--- src/design/button_tap_event_classifier_macros.svh ---
// Assertion macros for the button tap event classifier.
`ifndef BUTTON_TAP_EVENT_CLASSIFIER_MACROS_SVH
`define BUTTON_TAP_EVENT_CLASSIFIER_MACROS_SVH

`ifndef SYNTH

// Same-cycle implication, disabled during reset
`define BTEC_ASSERT_IMPLY(label, clk, rst_n, ante, cons) \
  label: assert property (@(posedge clk) disable iff (!rst_n) (ante) |-> (cons)) \
    else $error("implication check failed");

// Next-cycle implication, disabled during reset
`define BTEC_ASSERT_NEXT(label, clk, rst_n, ante, cons) \
  label: assert property (@(posedge clk) disable iff (!rst_n) (ante) |=> (cons)) \
    else $error("next-cycle check failed");

`else

`define BTEC_ASSERT_IMPLY(label, clk, rst_n, ante, cons)
`define BTEC_ASSERT_NEXT(label, clk, rst_n, ante, cons)

`endif

`endif

--- src/design/btec_pkg.sv ---
// Types and constants of the button tap event classifier.
`timescale 1ns / 1ps

package btec_pkg;

  // Press/release phase codes
  typedef enum logic [3:0] {
    PH_RELEASED    = 4'd0,
    PH_T1_PRESS_B  = 4'd1,
    PH_T1_PRESS_E  = 4'd2,
    PH_T1_REL_B    = 4'd3,
    PH_T1_REL_E    = 4'd4,
    PH_T2_PRESS_B  = 4'd5,
    PH_T2_PRESS_E  = 4'd6,
    PH_T2_REL_B    = 4'd7,
    PH_T2_REL_E    = 4'd8,
    PH_T3_PRESS_B  = 4'd9,
    PH_T3_PRESS_E  = 4'd10,
    PH_T3_REL_B    = 4'd11,
    PH_T3_REL_E    = 4'd12,
    PH_LONG        = 4'd13,
    PH_HOLD        = 4'd14,
    PH_DONE        = 4'd15
  } phase_t;

  // Event codes reported per item
  typedef enum logic [2:0] {
    EV_NONE   = 3'd0,
    EV_TAP    = 3'd1,
    EV_DOUBLE = 3'd2,
    EV_TRIPLE = 3'd3,
    EV_LONG   = 3'd4,
    EV_HOLD   = 3'd5
  } event_t;

  // Configuration register indexes
  localparam logic [2:0] REG_ACTIVE_LEVEL = 3'd0;
  localparam logic [2:0] REG_DEBOUNCE     = 3'd1;
  localparam logic [2:0] REG_GLITCH       = 3'd2;
  localparam logic [2:0] REG_TAP_MAX      = 3'd3;
  localparam logic [2:0] REG_LONG_PRESS   = 3'd4;
  localparam logic [2:0] REG_HOLD         = 3'd5;
  localparam logic [2:0] REG_TAP_GAP      = 3'd6;

  // Register reset values
  localparam logic        RST_ACTIVE_LEVEL = 1'b1;
  localparam logic [15:0] RST_DEBOUNCE     = 16'd20;
  localparam logic [15:0] RST_GLITCH       = 16'd50;
  localparam logic [15:0] RST_TAP_MAX      = 16'd500;
  localparam logic [15:0] RST_LONG_PRESS   = 16'd1000;
  localparam logic [15:0] RST_HOLD         = 16'd3000;
  localparam logic [15:0] RST_TAP_GAP      = 16'd300;

endpackage

--- src/design/button_tap_event_classifier.sv ---
// out_valid rises once an item has passed the input register and then the result
// register; a result register that is full and not drained holds the item in the input register.
// Throughput: one item per cycle; the single compare stage updating phase and edge
// stamp sets that figure, and it is held while the result register can drain.
// Reset (rst_n low, synchronous): phase released, edge stamp 0, registers to defaults,
// both pipeline stages empty.
`timescale 1ns / 1ps
`include "button_tap_event_classifier_macros.svh"

module button_tap_event_classifier
  import btec_pkg::*;
#(
  parameter int STAMP_BITS = 32
) (
  input  logic        clk,
  input  logic        rst_n,
  // sample channel
  input  logic        in_valid,
  output logic        in_ready,
  input  logic        in_pin_level,
  input  logic [31:0] in_now_ms,
  // event channel
  output logic        out_valid,
  input  logic        out_ready,
  output logic [2:0]  out_event_code,
  // configuration write channel
  input  logic        cfg_valid,
  output logic        cfg_ready,
  input  logic [2:0]  cfg_index,
  input  logic [15:0] cfg_data
);

  // compare width: one bit above the stamp covers the 17-bit threshold sum
  localparam int CMP_W = STAMP_BITS + 1;

  // configuration registers
  logic        active_level_r;
  logic [15:0] debounce_r, glitch_r, tap_max_r, long_press_r, hold_r, tap_gap_r;

  // input stage
  logic                  s0_valid_r;
  logic                  s0_pin_r;
  logic [STAMP_BITS-1:0] s0_now_r;

  // result stage
  logic   out_valid_r;
  event_t out_event_r;

  // classifier state
  phase_t                phase_r, phase_nxt;
  logic [STAMP_BITS-1:0] edge_r, edge_nxt;

  logic   s0_advance;
  logic   pressed;
  logic   closing;
  logic   adv_release;
  phase_t phase_a;
  event_t ev_nxt;
  logic [STAMP_BITS-1:0] elapsed;
  logic [CMP_W-1:0]      el_c;
  logic [16:0]           gap_hold;

  assign cfg_ready  = 1'b1;
  assign s0_advance = s0_valid_r && (!out_valid_r || out_ready);
  assign in_ready   = !s0_valid_r || s0_advance;
  assign out_valid      = out_valid_r;
  assign out_event_code = out_event_r;

  // configuration writes; an unknown index is ignored
  always_ff @(posedge clk) begin
    if (!rst_n) begin
      active_level_r <= RST_ACTIVE_LEVEL;
      debounce_r     <= RST_DEBOUNCE;
      glitch_r       <= RST_GLITCH;
      tap_max_r      <= RST_TAP_MAX;
      long_press_r   <= RST_LONG_PRESS;
      hold_r         <= RST_HOLD;
      tap_gap_r      <= RST_TAP_GAP;
    end else if (cfg_valid && cfg_ready) begin
      case (cfg_index)
        REG_ACTIVE_LEVEL: active_level_r <= cfg_data[0];
        REG_DEBOUNCE:     debounce_r     <= cfg_data;
        REG_GLITCH:       glitch_r       <= cfg_data;
        REG_TAP_MAX:      tap_max_r      <= cfg_data;
        REG_LONG_PRESS:   long_press_r   <= cfg_data;
        REG_HOLD:         hold_r         <= cfg_data;
        REG_TAP_GAP:      tap_gap_r      <= cfg_data;
        default: ;
      endcase
    end
  end

  // input register
  always_ff @(posedge clk) begin
    if (!rst_n) begin
      s0_valid_r <= 1'b0;
    end else if (in_ready) begin
      s0_valid_r <= in_valid;
    end
  end

  always_ff @(posedge clk) begin
    if (in_valid && in_ready) begin
      s0_pin_r <= in_pin_level;
      s0_now_r <= STAMP_BITS'(in_now_ms);
    end
  end

  // elapsed time since the last edge, wrapping with the stamp width
  assign pressed  = (s0_pin_r == active_level_r);
  assign elapsed  = s0_now_r - edge_r;
  assign el_c     = {1'b0, elapsed};
  assign gap_hold = {1'b0, tap_gap_r} + {1'b0, hold_r};

  // phase update for the item in the input stage
  always_comb begin
    phase_a  = phase_r;
    edge_nxt = edge_r;
    ev_nxt   = EV_NONE;
    closing  = 1'b0;

    // first pass: release, new press, sequence close or debounce
    if (!pressed && phase_r == PH_DONE) begin
      phase_a = PH_RELEASED;
    end else if (pressed && phase_r == PH_RELEASED) begin
      phase_a  = PH_T1_PRESS_B;
      edge_nxt = s0_now_r;
    end else if ((!pressed && el_c > CMP_W'(tap_gap_r)) || el_c > CMP_W'(gap_hold)) begin
      closing = 1'b1;
      phase_a = PH_DONE;
      case (phase_r)
        PH_T1_REL_E: ev_nxt = EV_TAP;
        PH_T2_REL_E: ev_nxt = EV_DOUBLE;
        PH_T3_REL_E: ev_nxt = EV_TRIPLE;
        PH_LONG:     ev_nxt = EV_LONG;
        PH_HOLD:     ev_nxt = EV_HOLD;
        default:     ev_nxt = EV_NONE;
      endcase
    end else if (el_c > CMP_W'(debounce_r)) begin
      case (phase_r)
        PH_T1_PRESS_B: phase_a = PH_T1_PRESS_E;
        PH_T1_REL_B:   phase_a = PH_T1_REL_E;
        PH_T2_PRESS_B: phase_a = PH_T2_PRESS_E;
        PH_T2_REL_B:   phase_a = PH_T2_REL_E;
        PH_T3_PRESS_B: phase_a = PH_T3_PRESS_E;
        PH_T3_REL_B:   phase_a = PH_T3_REL_E;
        default: ;
      endcase
    end

    // second pass on the settled phase; elapsed is unchanged unless a new
    // press was just stamped, which leaves nothing to do here
    phase_nxt = phase_a;
    if (!closing) begin
      case (phase_a)
        PH_T1_PRESS_E: begin
          if (!pressed) begin
            if (el_c < CMP_W'(glitch_r)) begin
              phase_nxt = PH_RELEASED;
            end else if (el_c < CMP_W'(tap_max_r)) begin
              phase_nxt = PH_T1_REL_B;
              edge_nxt  = s0_now_r;
            end
          end else if (el_c > CMP_W'(long_press_r)) begin
            phase_nxt = PH_LONG;
          end
        end
        PH_LONG: begin
          if (el_c > CMP_W'(hold_r)) phase_nxt = PH_HOLD;
        end
        PH_T1_REL_E: begin
          if (pressed) begin
            phase_nxt = PH_T2_PRESS_B;
            edge_nxt  = s0_now_r;
          end
        end
        PH_T2_PRESS_E: begin
          if (!pressed) begin
            phase_nxt = PH_T2_REL_B;
            edge_nxt  = s0_now_r;
          end
        end
        PH_T2_REL_E: begin
          if (pressed) begin
            phase_nxt = PH_T3_PRESS_B;
            edge_nxt  = s0_now_r;
          end
        end
        PH_T3_PRESS_E: begin
          if (!pressed) begin
            phase_nxt = PH_T3_REL_B;
            edge_nxt  = s0_now_r;
          end
        end
        default: ;
      endcase
    end
  end

  // state and result register
  always_ff @(posedge clk) begin
    if (!rst_n) begin
      phase_r     <= PH_RELEASED;
      edge_r      <= '0;
      out_valid_r <= 1'b0;
    end else begin
      if (s0_advance) begin
        phase_r <= phase_nxt;
        edge_r  <= edge_nxt;
      end
      if (s0_advance) begin
        out_valid_r <= 1'b1;
      end else if (out_ready) begin
        out_valid_r <= 1'b0;
      end
    end
  end

  always_ff @(posedge clk) begin
    if (s0_advance) begin
      out_event_r <= ev_nxt;
    end
  end

  // released item leaving the finished phase
  assign adv_release = s0_advance && phase_r == PH_DONE && !pressed;

  // checks
  `BTEC_ASSERT_NEXT(a_adv_fills_out, clk, rst_n, s0_advance, out_valid_r)
  `BTEC_ASSERT_NEXT(a_event_closes, clk, rst_n, s0_advance && ev_nxt != EV_NONE, phase_r == PH_DONE)
  `BTEC_ASSERT_IMPLY(a_stall_cause, clk, rst_n, !in_ready, s0_valid_r && out_valid_r && !out_ready)
  `BTEC_ASSERT_NEXT(a_done_release, clk, rst_n, adv_release, phase_r == PH_RELEASED)

endmodule
--- config.mk ---
export PLATFORM = sky130hd
export DESIGN_NAME = button_tap_event_classifier
export DESIGN_NICKNAME = d
export VERILOG_FILES = /design/src/design/btec_pkg.sv /design/src/design/button_tap_event_classifier.sv
export VERILOG_INCLUDE_DIRS = /design/src /design/src/design
export SDC_FILE = /design/constraint.sdc
export NUM_CORES = 1
export LEC_CHECK = 0
export BUFFER_PORTS_ARGS = -buffer_cell sky130_fd_sc_hd__buf_2
export CORE_MARGIN = 2
export CORE_UTILIZATION = 40
export CTS_CLUSTER_SIZE = 10
export DETAILED_ROUTE_END_ITERATION = 12
export GPL_TIMING_DRIVEN = 1
export SYNTH_ARGS = -nofsm -noshare
export SYNTH_HDL_FRONTEND = slang
export SYNTH_SLANG_ARGS = --single-unit
--- constraint.sdc ---
create_clock -name clk -period 10.3 [get_ports clk]
set_input_delay 0.515 -clock clk [delete_from_list [all_inputs] [get_ports clk]]
set_output_delay 0.515 -clock clk [all_outputs]
set_load 0.01 [all_outputs]
==> results of run 1 <==
per-layer routing:
layer  up-vias  part of all wire [%]  track usage (%)
met4         0                   1.7             6.03
met2       221                    45             35.2
met3        36                   5.1             3.44
li1       5324                     -                -
met1      4931                    48             29.8
met5         -                     0                0
through the flow:
step	instance area [um^2]	util [%]
after floorplan	12200	-
after global placement	12900	43.1
after detailed placement	12900	43.1
after CTS	13400	45.0
after global routing	13400	45.0
final	13400	45.0
power groups by stage:
stage                     Combinational (uW)  Sequential (uW)  Clock [uW]
after floorplan                          348              733           0
after global placement                   489              739           0
after detailed placement                 498              739           0
after CTS                                502              724         656
after global routing                     565              727         684
final                                    508              724         645
worst reg2reg max path: stages (launching register included):
cell,delay [ns]
edfxtp_1,0.39
ha_1,0.43
a21oi_2,0.11
o22ai_1,0.45
or3_1,0.22
nor2_1,0.05
nor2_1,0.18
a21oi_1,0.11
xnor2_1,0.70
ha_1,0.25
nand4_1,0.11
nor4_1,0.44
nand3_1,0.13
a2111oi_0,0.53
a2111oi_2,0.11
a22oi_1,0.72
nor3_1,0.11
a21oi_1,0.15
o31ai_1,0.11
or3_1,0.36
o22a_2,0.28
a21oi_4,0.56
buf_4,0.43
mux2i_1,0.26
cell families after synthesis:
group / after synthesis / share of synthesized area, %
other: 1 / 0.0307
AOI/OAI and AO/OA: 386 / 21.9
xor gates and xnor gates: 41 / 2.94
muxes: 35 / 2.92
and+or+nand+nor: 500 / 18.8
adders and majority gates: 157 / 16.1
buffers and inverters: 187 / 6.32
DFF: 171 / 31.0
cell usage after synthesis (all sizes together) (4+ instances only):
master / number / area, um^2
nand2: 298 / 1120
ha: 150 / 1880
dfxtp: 135 / 2700
inv: 132 / 495
a21oi: 89 / 460
a21boi: 69 / 518
clkbuf: 46 / 176
a21o: 45 / 339
nor2: 45 / 169
o21ai: 44 / 220
o211ai: 42 / 315
edfxtp: 36 / 1080
mux2i: 33 / 330
nand3: 28 / 140
nand4: 26 / 178
nor3: 22 / 110
xnor2: 22 / 193
xor2: 19 / 166
nor2b: 17 / 106
a31oi: 15 / 109
nand2b: 13 / 81.3
or3: 12 / 77.6
and3: 10 / 62.6
o21a: 10 / 75.1
buf: 9 / 100
o21bai: 9 / 71.3
nor4: 8 / 71.3
a211o: 7 / 61.3
a211oi: 7 / 57.6
and2: 6 / 40.0
o31ai: 6 / 50.1
a2111oi: 5 / 50.0
a31o: 5 / 43.8
and4b: 5 / 52.6
maj3: 5 / 51.3
a221oi: 4 / 41.3
and4: 4 / 38.8
o22ai: 4 / 25.0
worst paths after layout:
kind                      start      endpoint  slack [ns]  depth (start not counted)
setup / recovery    s0_now_r[6]    edge_r[14]        3.06                         23
hold / removal    in_now_ms[24]  s0_now_r[24]        0.24                          1
setup reg to reg    s0_now_r[6]    edge_r[14]        3.06                         23
hold reg to reg      edge_r[27]    edge_r[27]        0.46                          2
registers in the layout, indices dropped and copies added, names as in the netlist:
name            cells
long_press_r       16
out_event_code      3
s0_pin_r            1
out_valid           1
active_level_r      1
s0_valid_r          1
hold_r             16
phase_r             4
glitch_r           16
tap_gap_r          16
tap_max_r          16
debounce_r         16
s0_now_r           32
edge_r             32
layout make-up:
type / count / share of cell area (%)
Multi-Input combinational cell: 1120 / 57.0
Clock inverter: 11 / 0.698
Inverter: 132 / 3.69
Timing Repair Buffer: 78 / 3.24
Sequential cell: 171 / 28.1
Clock buffer: 21 / 3.58
Tap cell: 390 / 3.63
==> results by group, run 1 <==
Outcome
  • Run status: completed

STA
  • RSZ-0062 raised after global routing: no
  • Max Clk Rate: 0.138 GHz
  • Final slew viol count: 0
  • Slew headroom: 33.6%
  • Worst-margin pin slew: 0.997 ns
  • Clock skew: 0.0123 ns
  • Setup ws final: 3.06 ns
  • Min Tclk post-route: 7.24 ns
  • Setup TNS Final: 0 ns
  • Final Hold Fails: 0
  • Period utilization: 70.3%
  • Setup violators final: 0
  • Hold WS: 0.241 ns

Placed design
  • # port buffers: 61
  • Placed Instances: 1891
  • Final Wtd Congestion: 0.864
  • Pre-CTS setup slack: 3.19 ns
  • HPWL Detailed: 24.7 mm

Clock network
  • Clock latency on the worst-skew pair: 0.45 ns
  • Post-CTS Hold Buffers: 0
  • Post_cts resized: 0
  • Htree depth: 4
  • CTS tree: yes
  • CTS Buf Count: 17
  • Clock slew seen by the registers of the worst setup and hold paths: 0.07 ns
  • Clock Path Buffers: 2
  • Clock sink count: 171
  • Post CTS Setup Buffer Count: 0
  • Clock root cell: clkbuf_16

Worst hold path
  • Worst Hold Class: in2reg

Worst setup path
  • Slowest cell on crit path: a22oi_1
  • Critical-path cell list: ha_1 > a21oi_2 > o22ai_1 > or3_1 > nor2_1 > nor2_1 > a21oi_1 > xnor2_1 > ha_1 > nand4_1 > nor4_1 > nand3_1 > a2111oi_0 > a2111oi_2 > a22oi_1 > nor3_1 > a21oi_1 > o31ai_1 > or3_1 > o22a_2 > a21oi_4 > buf_4 > mux2i_1
  • WS Path Type: reg2reg
  • CP Capture Type: flop
  • Crit start category: flop
  • Top Family by Delay on Critical Path: compound AO/OA/AOI/OAI gates
  • CP peak stage delay: 0.72 ns
  • Crit path DAT: 7.61 ns
  • Data required time of the worst path: 10.67 ns
  • Crit-path max FO: 18
  • Crit path buffers/inverters: 1

GRT
  • Global route overflow: 0
  • Largest net degree at the start of global routing: 95
  • Vias in the first global route: 10000
  • Initial antenna violation count: 0
  • Total GRT Usage: 21.7%
  • Global-route wire length before repair: 53.7 mm

Drt
  • 1st-pass router iterations: 5
  • Detail-routed net length per standard cell: 17.5 um
  • Final wirelength: 33.6 mm
  • Via density: 5.47
  • DR DRC count: 0
  • Vias: 10500
  • Post-DRT Antenna Nets: 0
  • Initial DRC Count: 849

Logic synthesis
  • Syn avg cell area: 8.27 um^2
  • Seq/Total Area, Yosys: 31.0%
  • Mapped Area: 0.0122 mm^2
  • YS warnings: 0
  • Synth Flop Type: dfxtp_1
  • Post-synthesis cell type count: 93
  • Synth Instances: 1478
  • Post-synth EDFFs: 36
  • Syn nets: 1687
  • Yosys reg bits: 171
  • Asr flop ratio synth: 0%

Floorplanning
  • I/O pin cnt: 63
  • Core area: 0.0299 mm^2
  • Row count: 63
  • Die area: 0.0320 mm^2
  • Die height: 179 um
  • Die W: 179 um
  • Initial Util: 40.9%

Pwr
  • Power Density: 140 mW/mm^2
  • Tot Pwr: 1880 uW
  • Switch Pwr: 632 uW
  • Peak supply drop: 0.0994 mV
  • Internal power: 1250 uW
  • Power share of the combinational group: 27.1%
  • Seq pwr share: 38.6%
  • Clock power frac: 34.4%
  • Leak: 0.00537 uW
  • Sw frac: 33.7%

Layout
  • Layout cells sized above 1: 9.13%
  • Most common cell after layout, fill and taps aside: nand2_1
  • Final nets: 1729
  • Flip-flop and latch area: 0.00378 mm^2
  • FILL cells: 2942
  • Area Overhead vs Synth: 10.0%
  • Commonest cells after routing, fill and taps aside: nand2_1, ha_1, dfxtp_1, inv_1, a21oi_1
  • Post-route insts no fill: 1923
  • Footprint of the multi-input gates: 0.00767 mm^2
  • ANT cells: 0

Flow run
  • Reported max-cap violation count: 0
No activity file was read; power rests on OpenSTA's default activity.
==> run 2, diff against run 1 <==
- clock period: 10.3 -> 5.8 ns (I/O delays scaled with it)
==> run 2 against run 1 <==
  * Via count grew 0.61%
  * Non-clock buffer count grew 15
  * Critical path depth is the same
  * Clock power grew 69%
  * Register-to-register slack lost 2.7 ns
  * Combinational power grew 81%
  * Hold slack lost 0.22 ns
  * Clock skew grew 0.0020 ns
  * Count of clock-buffer cells in the layout is the same
  * Routed wire length shrank 0.38%
  * Critical endpoint is now edge_r[30]
  * Fmax grew 34%
  * Sequential share of layout area shrank 0.36 points
==> results by group, run 2 (synthesis results as in run 1) <==
STA
  • Max Clk Rate: 0.185 GHz (was 0.138 GHz)
  • RSZ-0062 raised after global routing: no (unchanged)
  • Setup ws final: 0.401 ns (was 3.06 ns)
  • Setup TNS Final: 0 ns (unchanged)
  • Setup violators final: 0 (unchanged)
  • Clock skew: 0.0143 ns (was 0.0123 ns)
  • Slew headroom: 21.0% (was 33.6%)
  • Final slew viol count: 0 (unchanged)
  • Worst-margin pin slew: 1.18 ns (was 0.997 ns)
  • Period utilization: 93.1% (was 70.3%)
  • Min Tclk post-route: 5.40 ns (was 7.24 ns)
  • Final Hold Fails: 0 (unchanged)

Drt
  • Final wirelength: 33.4 mm (was 33.6 mm)
  • DR DRC count: 0 (unchanged)
  • 1st-pass router iterations: 5 (unchanged)
  • Via density: 5.46 (was 5.47)
  • Vias: 10600 (was 10500)
  • Post-DRT Antenna Nets: 0 (unchanged)
  • Detail-routed net length per standard cell: 17.3 um (was 17.5 um)
  • Initial DRC Count: 801 (was 849)

Worst setup path
  • Crit start category: flop (unchanged)
  • Reg2Reg Setup Slack: 0.40 ns (was 3.06 ns)
  • Crit path DAT: 5.76 ns (was 7.61 ns)
  • R2R Path End: edge_r[30] (was edge_r[14])
  • CP Capture Type: flop (unchanged)
  • Crit-path max FO: 8 (was 18)
  • Reg2reg start: hold_r[0] (was s0_now_r[6])
  • Path depth of the worst reg2reg path: 23 (unchanged)
  • WS Path Type: reg2reg (unchanged)
  • Data required time of the worst path: 6.16 ns (was 10.67 ns)

Layout
  • ANT cells: 0 (unchanged)
  • Finished layout cell area: 0.0136 mm^2 (was 0.0134 mm^2)
  • Layout cells sized above 1: 10.5% (was 9.13%)
  • Area Overhead vs Synth: 11.6% (was 10.0%)
  • FILL cells: 2939 (was 2942)
  • Final Util: 45.6% (was 45.0%)
  • Largest regs: edge_r x32, s0_now_r x32 (unchanged)
  • Commonest cells after routing, fill and taps aside: nand2_1, ha_1, dfxtp_1, inv_1, a21oi_1 (unchanged)
  • Final nets: 1744 (was 1729)
  • Most common cell after layout, fill and taps aside: nand2_1 (unchanged)

Pwr
  • Power Density: 242 mW/mm^2 (was 140 mW/mm^2)
  • Leak: 0.00547 uW (was 0.00537 uW)
  • Peak supply drop: 0.160 mV (was 0.0994 mV)

Outcome
  • Run status: completed (unchanged)

Floorplanning
  • Row count: 63 (unchanged)
  • Die W: 179 um (unchanged)
  • Core area: 0.0299 mm^2 (unchanged)
  • Initial Util: 40.9% (unchanged)
  • Die area: 0.0320 mm^2 (unchanged)
  • Die height: 179 um (unchanged)
  • I/O pin cnt: 63 (unchanged)

Clock network
  • CTS Buf Count: 17 (unchanged)
  • Clock slew seen by the registers of the worst setup and hold paths: 0.07 ns (about the same)
  • Post-CTS Hold Buffers: 0 (unchanged)
  • Htree depth: 4 (unchanged)
  • Clock root cell: clkbuf_16 (unchanged)
  • Clock Path Buffers: 2 (unchanged)
  • Clock latency on the worst-skew pair: 0.44 ns (was 0.45 ns)
  • Clock sink count: 171 (unchanged)
  • CTS tree: yes (unchanged)

Worst hold path
  • Worst Hold Class: in2reg (unchanged)
  • Worst hold stages: 1 (unchanged)
  • Hold Path End: s0_now_r[8] (was s0_now_r[24])
  • Hold Startpoint: in_now_ms[8] (was in_now_ms[24])

Flow run
  • Reported max-cap violation count: 0 (unchanged)

Placed design
  • HPWL Detailed: 24.3 mm (was 24.7 mm)
  • Pre-CTS setup slack: 0.251 ns (was 3.19 ns)
  • Final Wtd Congestion: 0.916 (was 0.864)
  • Area after DPL: 0.0129 mm^2 (about the same)
  • # port buffers: 61 (unchanged)

GRT
  • Total GRT Usage: 21.3% (was 21.7%)
  • Global-route wire length before repair: 52.9 mm (was 53.7 mm)
  • Global route overflow: 0 (unchanged)
  • Vias in the first global route: 9986 (was 10000)
  • Largest net degree at the start of global routing: 121 (was 95)
  • Initial antenna violation count: 0 (unchanged)
## run 2: cell count changes in the layout (fill, tap and decap cells not counted), sizes merged
cell,before,now
buf,78,91
inv,141,138
clkinv,1,4
clkbuf,21,23
## run 2: worst max-delay path by stage
stage	start	end	slack, ns
finish	hold_r[0]	edge_r[30]	0.40
detailed placement	s0_now_r[6]	edge_r[23]	0.25
CTS	s0_now_r[6]	edge_r[23]	0.19
floorplan	s0_now_r[6]	edge_r[0]	0.51
global route	hold_r[1]	edge_r[18]	0.03
global placement	s0_now_r[6]	edge_r[7]	0.45
## run 2: final cells by class
cell class / instances / area (um^2) / share of cell area (%)
Clock inverter: 11 / 83.8 / 0.615
Tap cell: 390 / 488 / 3.58
Sequential cell: 171 / 3790 / 27.8
Clock buffer: 21 / 460 / 3.38
Multi-Input combinational cell: 1120 / 7700 / 56.5
Inverter: 132 / 495 / 3.64
Timing Repair Buffer: 93 / 612 / 4.49
## run 2: power by group
group	total [uW]	switching (uW)	internal, uW	leakage (uW)
Sequential	1290	28.8	1260	0.00145
Clock	1090	512	578	0.000271
Combinational	921	557	364	0.00375
Total	3300	1100	2200	0.00547
## run 2: per-stage QoR
stage	power, uW	instances	hold slack, ns
after CTS	3300	1932	0.00425
after floorplan	1920	1478	0.389
after detailed placement	2210	1900	0.446
after global routing	3470	1938	0.00545
final	3300	1938	0.0230
after global placement	2200	1900	0.442
## run 2: timing repair
item | in CTS | in global routing
resized for setup | 0 | 9
setup buffers | 0 | 3
setup endpoints to repair | 0 | 33
## run 2: routing by layer
metal	track usage, %	up-vias	share of wire [%]
met2	35.2	229	46
met3	2.57	44	3.6
met5	0	-	0
li1	-	5352	-
met1	29.0	4951	49
met4	6.13	0	1.9
## run 2: worst max-delay path, cell delays in order (launching register included)
cell and delay [ns]:
dfxtp_1 0.35, ha_1 0.25, fa_1 0.43, a211oi_1 0.30
o21a_1 0.19, nor3_1 0.07, a41o_1 0.28, nor4_1 0.20
nor2_1 0.13, xnor2_1 0.15, ha_1 0.30, nand4_1 0.15
nor2_1 0.15, nand2_1 0.08, or4_1 0.55, o21a_1 0.13
maj3_1 0.38, nor3_1 0.18, and4b_1 0.29, o31ai_2 0.10
a21oi_4 0.16, buf_12 0.15, clkbuf_16 0.18, mux2i_1 0.18
==> run 3, diff against run 2 <==
- CORE_UTILIZATION: 40 -> 45
==> run 3 against run 2 <==
  * Routed wire length shrank 0.36%
  * Sequential share of layout area is essentially flat
  * Critical path depth grew 3
  * Clock skew is essentially flat
  * Largest power group unchanged
==> results by group, run 3 (synthesis results as in run 1) <==
Outcome
  • Run status: completed (unchanged)

Layout
  • Most common cell after layout, fill and taps aside: nand2_1 (unchanged)
  • Layout cells sized above 1: 10.6% (was 10.5%)
  • Largest regs: edge_r x32, s0_now_r x32 (unchanged)
  • ANT cells: 0 (unchanged)
  • Commonest cells after routing, fill and taps aside: nand2_1, ha_1, dfxtp_1, inv_1, a21oi_1 (unchanged)
  • Area Overhead vs Synth: 11.6% (about the same)
  • Final nets: 1743 (was 1744)
  • Final Util: 50.9% (was 45.6%)

GRT
  • Global route overflow: 0 (unchanged)
  • Vias in the first global route: 9840 (was 9986)
  • Global-route wire length before repair: 52.7 mm (was 52.9 mm)
  • Initial antenna violation count: 0 (unchanged)
  • Total GRT Usage: 23.6% (was 21.3%)
  • Largest net degree at the start of global routing: 64 (was 121)

STA
  • Max Clk Rate: 0.183 GHz (was 0.185 GHz)
  • Min Tclk post-route: 5.47 ns (was 5.40 ns)
  • Clock skew: 0.0147 ns (was 0.0143 ns)
  • Setup violators final: 0 (unchanged)
  • Hold WS: 0.0108 ns (was 0.0230 ns)
  • Slew headroom: 18.8% (was 21.0%)
  • Period utilization: 94.3% (was 93.1%)
  • Setup ws final: 0.333 ns (was 0.401 ns)
  • RSZ-0062 raised after global routing: no (unchanged)
  • Setup TNS Final: 0 ns (unchanged)
  • Worst-margin pin slew: 1.21 ns (was 1.18 ns)
  • Final slew viol count: 0 (unchanged)
  • Final Hold Fails: 0 (unchanged)

Worst hold path
  • Worst Hold Class: in2reg (unchanged)
  • Hold Startpoint: in_now_ms[24] (was in_now_ms[8])

Drt
  • Vias: 10700 (was 10600)
  • DR DRC count: 0 (unchanged)
  • Via density: 5.65 (was 5.46)
  • Final wirelength: 33.3 mm (was 33.4 mm)
  • 1st-pass router iterations: 5 (unchanged)
  • Initial DRC Count: 801 (unchanged)
  • Post-DRT Antenna Nets: 0 (unchanged)
  • Detail-routed net length per standard cell: 17.7 um (was 17.3 um)

Worst setup path
  • CP Capture Type: flop (unchanged)
  • WS Path Type: reg2reg (unchanged)
  • Critical Path Start: s0_now_r[0] (was hold_r[0])
  • CP peak stage delay: 0.40 ns (was 0.55 ns)
  • Slowest cell on crit path: fa_1 (was or4_1)
  • Crit start category: flop (unchanged)
  • Cell mode on critical path: buf_4
  • Crit-path max FO: 7 (was 8)
  • Crit path DAT: 5.84 ns (was 5.76 ns)
  • Data required time of the worst path: 6.17 ns (was 6.16 ns)
  • Reg2reg start: s0_now_r[0] (was hold_r[0])

Flow run
  • Reported max-cap violation count: 0 (unchanged)

Clock network
  • Post-CTS Hold Buffers: 0 (unchanged)
  • Clock slew seen by the registers of the worst setup and hold paths: 0.08 ns (was 0.07 ns)
  • Clock root cell: clkbuf_16 (unchanged)
  • Clock latency on the worst-skew pair: 0.45 ns (was 0.44 ns)
  • CTS tree: yes (unchanged)
  • Clock Path Buffers: 2 (unchanged)
  • Htree depth: 4 (unchanged)
  • Clock sink count: 171 (unchanged)
  • CTS Buf Count: 17 (unchanged)

Floorplanning
  • Row count: 60 (was 63)
  • Core area: 0.0268 mm^2 (was 0.0299 mm^2)
  • Initial Util: 45.6% (was 40.9%)
  • Die height: 169 um (was 179 um)
  • Die W: 169 um (was 179 um)
  • I/O pin cnt: 63 (unchanged)
  • Die area: 0.0285 mm^2 (was 0.0320 mm^2)

Pwr
  • Leak: 0.00549 uW (was 0.00547 uW)
  • Power Density: 255 mW/mm^2 (was 242 mW/mm^2)
  • Peak supply drop: 0.186 mV (was 0.160 mV)
  • Tot Pwr: 3480 uW (was 3300 uW)

Placed design
  • Pre-CTS setup slack: 0.191 ns (was 0.251 ns)
  • # port buffers: 61 (unchanged)
  • Final Wtd Congestion: 0.913 (was 0.916)
  • HPWL Detailed: 24.6 mm (was 24.3 mm)
[run 3: final timing paths]
path / end / slack [ns] / cells past startpoint
setup / recovery: edge_r[11] / 0.33 / 26
hold / removal: s0_now_r[24] / 0.01 / 1
setup reg to reg: edge_r[11] / 0.33 / 26
hold reg to reg: edge_r[20] / 0.46 / 2
[run 3: power by group]
group / switching, uW / total (uW) / leakage, uW / internal [uW]
clock: 543 / 1270 / 0.000315 / 728
sequential: 28.5 / 1290 / 0.00145 / 1260
combinational: 563 / 926 / 0.00373 / 363
total: 1130 / 3480 / 0.00549 / 2350
[run 3: what timing repair did]
action                                  in CTS  in global routing
gates resized for setup                      0                 11
buffers inserted                             0                  2
endpoints found under the setup margin       0                 31
[run 3: final cells by class]
class | instances | area [um^2]
clock buffers | 19 | 464
clock inverters | 12 | 171
fillers | 2586 | 13200
inverters | 132 | 495
multi-input cells | 1120 | 7710
flip-flops and latches | 171 | 3790
well taps | 341 | 427
repair buffers | 92 | 574
[run 3: per-layer routing]
layer  global-route usage (%)  share of wire, %  vias to the layer above
li1                         -                 -                     5360
met2                     38.0                45                      260
met4                     5.36               1.3                        0
met5                        0                 0                        -
met3                     3.60               4.8                       27
met1                     33.4                49                     5016
[run 3: metrics by stage]
step           cells  cell area, um^2
3_3_place_gp    1852            12900
4_1_cts         1883            13500
2_1_floorplan   1478            12200
5_1_grt         1887            13600
3_5_place_dp    1852            12900
6_report        1887            13600
[run 3: critical path, delay by kind of cell (launching register included)]
kind                     cells  cell delay, ns
multiplexers                 2            0.48
AO/OA/AOI/OAI                8            1.66
XOR/XNOR                     1            0.16
flip-flops                   1            0.35
AND/OR/NAND/NOR              7            1.03
buffers and inverters        5            0.79
adder cells (fa/ha/maj)      3            0.91
